**src/hdl/dmpid_pkg.sv**
```systemverilog
// Package for the dual-mode PID controller: widths, register and mode codes,
// the configuration struct, and the Q8.8 multiply and magnitude-clamp helpers.
// Depends on nothing; every other file in hdl/ imports it.
package dmpid_pkg;

  // Sample and gain formats.
  localparam int SAMPLE_WIDTH   = 16;
  localparam int GAIN_FRAC_BITS = 8;
  localparam int GAIN_W         = 16;
  localparam int LIMIT_W        = 31;
  localparam int DRIVE_W        = 32;

  // Error and difference widths: e, first difference, second difference.
  localparam int ERR_W  = SAMPLE_WIDTH + 1;
  localparam int DIF1_W = ERR_W + 1;
  localparam int DIF2_W = ERR_W + 2;

  // Exact product width and the accumulator width for sums of up to four terms.
  localparam int PROD_W = GAIN_W + DIF2_W;
  localparam int ACC_W  = ((PROD_W > DRIVE_W) ? PROD_W : DRIVE_W) + 2;

  // Configuration port.
  localparam int CFG_IDX_W  = 3;
  localparam int CFG_DATA_W = 32;

  typedef enum logic [CFG_IDX_W-1:0] {
    CFG_ALGORITHM = 3'd0,
    CFG_KP_GAIN   = 3'd1,
    CFG_KI_GAIN   = 3'd2,
    CFG_KD_GAIN   = 3'd3,
    CFG_OUT_LIMIT = 3'd4,
    CFG_INT_LIMIT = 3'd5
  } cfg_idx_t;

  typedef enum logic {
    ALG_POSITIONAL  = 1'b0,
    ALG_INCREMENTAL = 1'b1
  } alg_t;

  typedef enum logic {
    MODE_STEP  = 1'b0,
    MODE_CLEAR = 1'b1
  } mode_t;

  // Register file contents as seen by the datapath.
  typedef struct packed {
    alg_t                      alg;
    logic signed [GAIN_W-1:0]  kp;
    logic signed [GAIN_W-1:0]  ki;
    logic signed [GAIN_W-1:0]  kd;
    logic [LIMIT_W-1:0]        out_limit;
    logic [LIMIT_W-1:0]        int_limit;
  } cfg_t;

  // Exact gain times difference, then arithmetic shift (rounds toward minus infinity).
  function automatic logic signed [PROD_W-1:0] gain_mul(
    input logic signed [GAIN_W-1:0] gain,
    input logic signed [DIF2_W-1:0] diff
  );
    logic signed [PROD_W-1:0] prod;
    prod = PROD_W'(gain) * PROD_W'(diff);
    return prod >>> GAIN_FRAC_BITS;
  endfunction

  // Clamp a value to plus or minus a non-negative limit.
  function automatic logic signed [ACC_W-1:0] clamp_mag(
    input logic signed [ACC_W-1:0] x,
    input logic [LIMIT_W-1:0]      lim
  );
    logic signed [ACC_W-1:0] hi;
    logic signed [ACC_W-1:0] lo;
    hi = $signed(ACC_W'(lim));
    lo = -hi;
    if (x > hi) begin
      return hi;
    end else if (x < lo) begin
      return lo;
    end
    return x;
  endfunction

endpackage

```
**src/hdl/dual_mode_pid_controller.sv**
```systemverilog
// Top level of the dual-mode (positional / incremental) PID controller:
// input register, output register and handshakes around dmpid_core and dmpid_cfg_regs.
// Depends on dmpid_pkg, dmpid_cfg_regs and dmpid_core.
//
//   Channel   Direction  Handshake              Payload
//   in_*      input      in_valid / in_stall    in_mode, in_setpoint, in_feedback
//   out_*     output     out_valid / out_stall  out_drive_out
//   cfg_*     input      cfg_valid / cfg_ready  cfg_index, cfg_data
//
// One item per clock sustained while out_stall is low; an item passes the input register,
// then the single arithmetic pass into the output register, which also updates the state.
// The multiply, add and clamp path between the two registers sets the clock.
// rst_n is synchronous: it empties both registers and zeroes state and config.
// in_stall rises only while the input register is full and cannot move on,
// which happens when the output register holds a result under out_stall.
module dual_mode_pid_controller (
  input  logic                                      clk,
  input  logic                                      rst_n,
  input  logic                                      in_valid,
  output logic                                      in_stall,
  input  logic                                      in_mode,
  input  logic signed [dmpid_pkg::SAMPLE_WIDTH-1:0] in_setpoint,
  input  logic signed [dmpid_pkg::SAMPLE_WIDTH-1:0] in_feedback,
  output logic                                      out_valid,
  input  logic                                      out_stall,
  output logic signed [dmpid_pkg::DRIVE_W-1:0]      out_drive_out,
  input  logic                                      cfg_valid,
  output logic                                      cfg_ready,
  input  logic [dmpid_pkg::CFG_IDX_W-1:0]           cfg_index,
  input  logic [dmpid_pkg::CFG_DATA_W-1:0]          cfg_data
);
  import dmpid_pkg::*;

  cfg_t cfg;

  logic                            s1_valid_r, s1_valid_nxt;
  logic                            s1_mode_r;
  logic signed [SAMPLE_WIDTH-1:0]  s1_sp_r;
  logic signed [SAMPLE_WIDTH-1:0]  s1_fb_r;
  logic                            out_valid_r, out_valid_nxt;
  logic signed [DRIVE_W-1:0]       out_drive_r;
  logic signed [DRIVE_W-1:0]       drive_nxt;
  logic                            advance;
  logic                            in_xfer;

  dmpid_cfg_regs u_cfg (
    .clk       (clk),
    .rst_n     (rst_n),
    .cfg_valid (cfg_valid),
    .cfg_ready (cfg_ready),
    .cfg_index (cfg_index),
    .cfg_data  (cfg_data),
    .cfg       (cfg)
  );

  dmpid_core u_core (
    .clk       (clk),
    .rst_n     (rst_n),
    .cfg       (cfg),
    .step      (advance),
    .mode      (s1_mode_r),
    .setpoint  (s1_sp_r),
    .feedback  (s1_fb_r),
    .drive_nxt (drive_nxt)
  );

  // The held item moves on when the output register is empty or being drained.
  always_comb begin
    advance       = s1_valid_r && (!out_valid_r || !out_stall);
    in_stall      = s1_valid_r && !advance;
    in_xfer       = in_valid && !in_stall;
    s1_valid_nxt  = in_xfer || (s1_valid_r && !advance);
    out_valid_nxt = advance || (out_valid_r && out_stall);
  end

  assign out_valid     = out_valid_r;
  assign out_drive_out = out_drive_r;

  // Control registers.
  always_ff @(posedge clk) begin
    if (!rst_n) begin
      s1_valid_r  <= 1'b0;
      out_valid_r <= 1'b0;
    end else begin
      s1_valid_r  <= s1_valid_nxt;
      out_valid_r <= out_valid_nxt;
    end
  end

  // Payload registers.
  always_ff @(posedge clk) begin
    if (in_xfer) begin
      s1_mode_r <= in_mode;
      s1_sp_r   <= in_setpoint;
      s1_fb_r   <= in_feedback;
    end
    if (advance) begin
      out_drive_r <= drive_nxt;
    end
  end

  // An item that could not move on is still held next cycle, unchanged.
  a_s1_hold: assert property (@(posedge clk) disable iff (!rst_n)
    s1_valid_r && !advance |=> s1_valid_r && $stable(s1_sp_r) && $stable(s1_fb_r))
    else $error("input register lost a held item");

  // Every step produces a result in the output register.
  a_step_result: assert property (@(posedge clk) disable iff (!rst_n)
    advance |=> out_valid_r)
    else $error("step produced no result");

  // No new item enters while the held one is blocked.
  a_no_overrun: assert property (@(posedge clk) disable iff (!rst_n)
    in_xfer |-> !s1_valid_r || advance)
    else $error("input register overrun");

endmodule

```
**src/hdl/dmpid_cfg_regs.sv**
```systemverilog
// Configuration register file of the PID controller: algorithm, gains, limits.
// Depends on dmpid_pkg.
module dmpid_cfg_regs (
  input  logic                               clk,
  input  logic                               rst_n,
  input  logic                               cfg_valid,
  output logic                               cfg_ready,
  input  logic [dmpid_pkg::CFG_IDX_W-1:0]    cfg_index,
  input  logic [dmpid_pkg::CFG_DATA_W-1:0]   cfg_data,
  output dmpid_pkg::cfg_t                    cfg
);
  import dmpid_pkg::*;

  cfg_t cfg_r;
  cfg_t cfg_nxt;

  // Writes are always taken; an index beyond the list is dropped.
  assign cfg_ready = 1'b1;
  assign cfg       = cfg_r;

  // Decode one write transfer.
  always_comb begin
    cfg_nxt = cfg_r;
    if (cfg_valid) begin
      unique case (cfg_index)
        CFG_ALGORITHM: cfg_nxt.alg       = alg_t'(cfg_data[0]);
        CFG_KP_GAIN:   cfg_nxt.kp        = $signed(cfg_data[GAIN_W-1:0]);
        CFG_KI_GAIN:   cfg_nxt.ki        = $signed(cfg_data[GAIN_W-1:0]);
        CFG_KD_GAIN:   cfg_nxt.kd        = $signed(cfg_data[GAIN_W-1:0]);
        CFG_OUT_LIMIT: cfg_nxt.out_limit = cfg_data[LIMIT_W-1:0];
        CFG_INT_LIMIT: cfg_nxt.int_limit = cfg_data[LIMIT_W-1:0];
        default:       cfg_nxt = cfg_r;
      endcase
    end
  end

  always_ff @(posedge clk) begin
    if (!rst_n) begin
      cfg_r <= '0;
    end else begin
      cfg_r <= cfg_nxt;
    end
  end

endmodule

```
**src/hdl/dmpid_core.sv**
```systemverilog
// PID datapath and controller state: error history, integral, held output.
// One step per cycle while step is high; three gain multipliers feed adders and clamps.
// Depends on dmpid_pkg.
module dmpid_core (
  input  logic                                     clk,
  input  logic                                     rst_n,
  input  dmpid_pkg::cfg_t                          cfg,
  input  logic                                     step,
  input  logic                                     mode,
  input  logic signed [dmpid_pkg::SAMPLE_WIDTH-1:0] setpoint,
  input  logic signed [dmpid_pkg::SAMPLE_WIDTH-1:0] feedback,
  output logic signed [dmpid_pkg::DRIVE_W-1:0]     drive_nxt
);
  import dmpid_pkg::*;

  logic signed [ERR_W-1:0]   err_last_r, err_last_nxt;
  logic signed [ERR_W-1:0]   err_prev_r, err_prev_nxt;
  logic signed [DRIVE_W-1:0] isum_r, isum_nxt;
  logic signed [DRIVE_W-1:0] held_r, held_nxt;

  logic signed [ERR_W-1:0]   err;
  logic signed [DIF1_W-1:0]  dif1;
  logic signed [DIF2_W-1:0]  dif2;
  logic signed [DIF2_W-1:0]  kp_x;
  logic signed [DIF2_W-1:0]  kd_x;
  logic signed [PROD_W-1:0]  p_term;
  logic signed [PROD_W-1:0]  i_term;
  logic signed [PROD_W-1:0]  d_term;
  logic signed [ACC_W-1:0]   isum_clamped;
  logic signed [ACC_W-1:0]   pos_out;
  logic signed [ACC_W-1:0]   inc_out;
  logic                      is_inc;
  logic                      is_clear;

  assign is_inc   = (cfg.alg == ALG_INCREMENTAL);
  assign is_clear = (mode == MODE_CLEAR);

  // Error and its first and second differences.
  always_comb begin
    err  = ERR_W'(setpoint) - ERR_W'(feedback);
    dif1 = DIF1_W'(err) - DIF1_W'(err_last_r);
    dif2 = DIF2_W'(err) - (DIF2_W'(err_last_r) <<< 1) + DIF2_W'(err_prev_r);
  end

  // Multiplier operands depend on the algorithm; Ki always sees the error.
  always_comb begin
    kp_x   = is_inc ? DIF2_W'(dif1) : DIF2_W'(err);
    kd_x   = is_inc ? dif2 : DIF2_W'(dif1);
    p_term = gain_mul(cfg.kp, kp_x);
    i_term = gain_mul(cfg.ki, DIF2_W'(err));
    d_term = gain_mul(cfg.kd, kd_x);
  end

  // Positional sum with clamped integral, and incremental accumulation.
  always_comb begin
    isum_clamped = clamp_mag(ACC_W'(isum_r) + ACC_W'(i_term), cfg.int_limit);
    pos_out      = clamp_mag(ACC_W'(p_term) + isum_clamped + ACC_W'(d_term),
                             cfg.out_limit);
    inc_out      = clamp_mag(ACC_W'(held_r) + ACC_W'(p_term) + ACC_W'(i_term)
                             + ACC_W'(d_term), cfg.out_limit);
  end

  // Next state; a clear zeroes everything.
  always_comb begin
    if (is_clear) begin
      err_last_nxt = '0;
      err_prev_nxt = '0;
      isum_nxt     = '0;
      held_nxt     = '0;
    end else begin
      err_last_nxt = err;
      err_prev_nxt = err_last_r;
      if (is_inc) begin
        isum_nxt = DRIVE_W'(i_term);
        held_nxt = DRIVE_W'(inc_out);
      end else begin
        isum_nxt = DRIVE_W'(isum_clamped);
        held_nxt = DRIVE_W'(pos_out);
      end
    end
    drive_nxt = held_nxt;
  end

  always_ff @(posedge clk) begin
    if (!rst_n) begin
      err_last_r <= '0;
      err_prev_r <= '0;
      isum_r     <= '0;
      held_r     <= '0;
    end else if (step) begin
      err_last_r <= err_last_nxt;
      err_prev_r <= err_prev_nxt;
      isum_r     <= isum_nxt;
      held_r     <= held_nxt;
    end
  end

  // A clear step leaves all state at zero.
  a_clear_zeroes: assert property (@(posedge clk) disable iff (!rst_n)
    step && is_clear |=> err_last_r == '0 && err_prev_r == '0 && isum_r == '0
                         && held_r == '0)
    else $error("state not zero after clear");

  // The drive stays inside the output limit.
  a_drive_limit: assert property (@(posedge clk) disable iff (!rst_n)
    step |-> (ACC_W'(drive_nxt) <= $signed(ACC_W'(cfg.out_limit)))
          && (ACC_W'(drive_nxt) >= -$signed(ACC_W'(cfg.out_limit))))
    else $error("drive exceeds output limit");

  // A control step shifts the error history by one place.
  a_err_shift: assert property (@(posedge clk) disable iff (!rst_n)
    step && !is_clear |=> err_prev_r == $past(err_last_r))
    else $error("error history not shifted");

endmodule

```
**config.mk**
```make
export PLATFORM = sky130hd
export DESIGN_NAME = dual_mode_pid_controller
export DESIGN_NICKNAME = d
export VERILOG_FILES = /design/src/hdl/dmpid_pkg.sv /design/src/hdl/dual_mode_pid_controller.sv /design/src/hdl/dmpid_cfg_regs.sv /design/src/hdl/dmpid_core.sv
export SDC_FILE = /design/constraint.sdc
export NUM_CORES = 2
export LEC_CHECK = 0
export ABC_AREA = 1
export BUFFER_PORTS_ARGS = -buffer_cell sky130_fd_sc_hd__buf_2
export CORE_MARGIN = 1.5
export CORE_UTILIZATION = 47
export CTS_CLUSTER_SIZE = 16
export DETAILED_ROUTE_END_ITERATION = 16
export PLACE_DENSITY = 0.66
export REMOVE_ABC_BUFFERS = 1
export SLEW_MARGIN = 20
export SYNTH_ARGS = -nofsm -noshare
export SYNTH_HDL_FRONTEND = slang
export SYNTH_SLANG_ARGS = --single-unit
```
**constraint.sdc**
```tcl
create_clock -name clk -period 24.6 [get_ports clk]
set_input_delay 2.46 -clock clk [delete_from_list [all_inputs] [get_ports clk]]
set_output_delay 2.46 -clock clk [all_outputs]
set_load 0.05 [all_outputs]
```
==> run metrics <==
status finished, final reports clean; type of the worst setup path reg2reg; Initial Utilization between 40% and 50%; Post-CTS Hold Buffers 0; num rows roughly 130; drt pass-1 iters 7; Critical Path Source Type register; Post-Synth XOR/XNOR Area 4.30%; initial antenna violation count 8; WHS approximately 0.47 ns; Slew @ Worst Pin roughly 1.1 ns; DR vias 53000; slowest library cell on the worst path clkinv_1; die area 132000 um2; Placement Cell Area 63400 um2; Synth Area in Compound Gates between 10% and 20%; gpl congestion ~0.99; R2R setup slack between 3 and 4 ns; area leader, netlist fa_1; synth unique cells 66; RSZ-0062 raised after global routing no; number of gates resized after cts 0; Post-synth EDFFs 65; Final ANT Viol Nets 0; Final #Nets around 9600; fill count about 13000; Residual DRC 0; Critical Path Max Stage Delay just under 0.8 ns; Final Hold Fails 0; post-route cell area between 60000 and 70000 um2; Overflow after GRT 0; Synth Instances 7913; Clock Path Buffers 3; global-route wire length before repair 313000 um; post-synth top area share approximately 31%; CTS Sinks ~280; Vias per Instance between 5 and 6; required time worst endpoint roughly 25 ns; Root Driver clkbuf_16; Avg WL per Cell ~21 um; num ports between 100 and 150; Detail Placement HPWL around 160000 um; post-synthesis simple-gate area fraction roughly 18%; slew margin rel. approximately a quarter; Finished Layout Cells approximately 9700; Die W 364 um; Syn-to-layout area delta 6.06%; Num CTS Buffers 42; total setup buffers inserted after CTS 0; fraction of synthesized area in multiplexers 0%; largest net degree at the start of global routing 73; post-layout minimum cycle time around 21 ns; fraction of registers with async set/reset 0%; clock slew at reported path FFs 0.06 ns; Post-Route WL approximately 200000 um; min-delay worst type reg2reg; CP arrival between 20 and 25 ns; Post-Synth Adder-Cell Area around 44%; share of layout cells above drive strength 1 5.56%; Yosys reg bits roughly 280; CTS tree yes; die height 364 um; Max-cap violations 0; Reg area 6180 um2; mapped cell area approximately 61000 um2; crit-path most repeated cell nand2_1; total track usage slightly above 30%; sequential fraction of the synthesis area between 10% and 20%; CP max FO 56; skew final between 0.02 and 0.03 ns; number of global-route vias before repair around 54000; TNS Setup 0 ns; largest family of logic cells by synthesized area adder cells; Tcrit/Tclk final between 80 and 90%; area occupied by multi-input gates around 48000 um2; Placed Cells about 9600; crit end category register; Core Box Area roughly 130000 um2; worst-skew pair later-pin latency 0.64 ns; max frequency 46.8 MHz; Starting DRT DRC Count between 4000 and 5000; Avg Cell Area, Syn between 7 and 8 um2; I/O Buffers ~110; number of H-tree levels 2; Ys Warns 0; leading post-synthesis cells by cell area fa_1 (31%), ha_1 (13%), inv_1 (9.6%), nand2_1 (9.4%), dfxtp_1 (6.9%); final setup fails 0; most used flip-flop cell after synthesis dfxtp_1; count of final max-slew check failures 0
==> Yosys cell counts, types with 5 or more instances <==
library cell and number:
a21boi_0 6, buf_6 6, o21ai_0 329, and3_1 8
clkbuf_1 182, or2_2 52, inv_1 1561, a211oi_1 18
nor2_1 635, inv_2 15, dfxtp_1 211, o21a_1 17
nand2_1 1533, nor3_1 56, clkinv_1 37, o21ai_1 22
nand3_1 235, a31oi_1 41, a21oi_1 569, a21oi_2 32
nand2_4 6, nand3_2 39, a21o_1 15, nand4_1 48
nand2_2 20, buf_2 22, fa_1 956, xnor2_1 104
o221ai_1 14, ha_1 642, buf_1 23, o211ai_1 75
nor2_2 5, or2_1 6, nor4_1 12, o21bai_1 31
o31ai_1 11, xor2_1 196, o2111ai_1 5, edfxtp_1 65
==> flip-flops by register name (all words and copies together) (netlist names) <==
| name | flops |
|---|---|
| out_drive_out | 32 |
| out_valid | 1 |
| s1_fb_r | 16 |
| s1_mode_r | 1 |
| s1_sp_r | 16 |
| s1_valid_r | 1 |
| u_cfg.cfg | 111 |
| u_core.err_last_r | 17 |
| u_core.err_prev_r | 17 |
| u_core.held_r | 32 |
| u_core.isum_r | 32 |
==> cell families (layout without fill, tap and decap cells) <==
| group | Yosys count | in the layout |
|---|---|---|
| AOI/OAI and AO/OA | 1214 | 1214 |
| xor gates and xnor gates | 300 | 300 |
| adders and majority gates | 1598 | 1598 |
| buffers and inverters | 1851 | 1867 |
| DFF | 276 | 276 |
| other | 1 | 12 |
| and+or+nand+nor | 2673 | 2673 |
==> cell usage in the layout (no fill, tap or decap), types with 18 or more instances in the layout <==
| master | netlist | routed |
|---|---|---|
| a211oi_1 | 18 | 18 |
| a21oi_1 | 569 | 569 |
| a21oi_2 | 32 | 32 |
| a31oi_1 | 41 | 41 |
| buf_2 | 22 | 104 |
| buf_4 | 4 | 72 |
| clkbuf_16 | 0 | 44 |
| clkinv_1 | 37 | 39 |
| dfxtp_1 | 211 | 210 |
| edfxtp_1 | 65 | 65 |
| fa_1 | 956 | 956 |
| ha_1 | 642 | 642 |
| inv_1 | 1561 | 1559 |
| nand2_1 | 1533 | 1532 |
| nand2_2 | 20 | 21 |
| nand3_1 | 235 | 234 |
| nand3_2 | 39 | 40 |
| nand4_1 | 48 | 48 |
| nor2_1 | 635 | 633 |
| nor3_1 | 56 | 56 |
| o211ai_1 | 75 | 75 |
| o21ai_0 | 329 | 322 |
| o21ai_1 | 22 | 28 |
| o21bai_1 | 31 | 31 |
| or2_2 | 52 | 52 |
| xnor2_1 | 104 | 104 |
| xor2_1 | 196 | 195 |
==> layer usage <==
metal	part of all wire, %	track usage (%)
met5	0	0
met4	6.0	16.5
met3	7.6	5.02
met2	45	49.4
met1	42	40.7
==> layout make-up <==
class	count	area share, %
Timing Repair Buffer	176	1.64
Tap cell	1742	3.36
Clock buffer	57	1.84
Sequential cell	276	9.54
Multi-Input combinational cell	5786	74.0
Inverter	1614	9.35
Clock inverter	20	0.265
Antenna cell	11	0.0425
==> final timing paths <==
check                                          to         startpoint  depth (start not counted)
worst max-delay path            out_drive_out[24]         s1_sp_r[2]                         98
worst min register to register  u_core.isum_r[30]  u_core.isum_r[30]                          2
worst min-delay path            u_core.isum_r[30]  u_core.isum_r[30]                          2
worst max register to register  out_drive_out[24]         s1_sp_r[2]                         98
==> stage by stage <==
step	util [%]	setup WS (ns)
after floorplan	-	5.03
after global placement	49.1	4.12
after detailed placement	49.1	3.93
after CTS	50.1	3.85
after global routing	50.1	2.07
final	50.2	3.21
==> critical path: cells and delay by family (launching register included) <==
kind	cells	cell delay (ns)
AO/OA/AOI/OAI	19	4.20
XOR/XNOR	3	0.79
adder cells (fa/ha/maj)	13	5.72
buffers and inverters	22	3.31
flip-flops	1	0.36
AND/OR/NAND/NOR	41	6.60
Power is left out: the tool's default activity adds up to more than one toggle a clock period on the data nets, which glitch-free logic cannot reach.
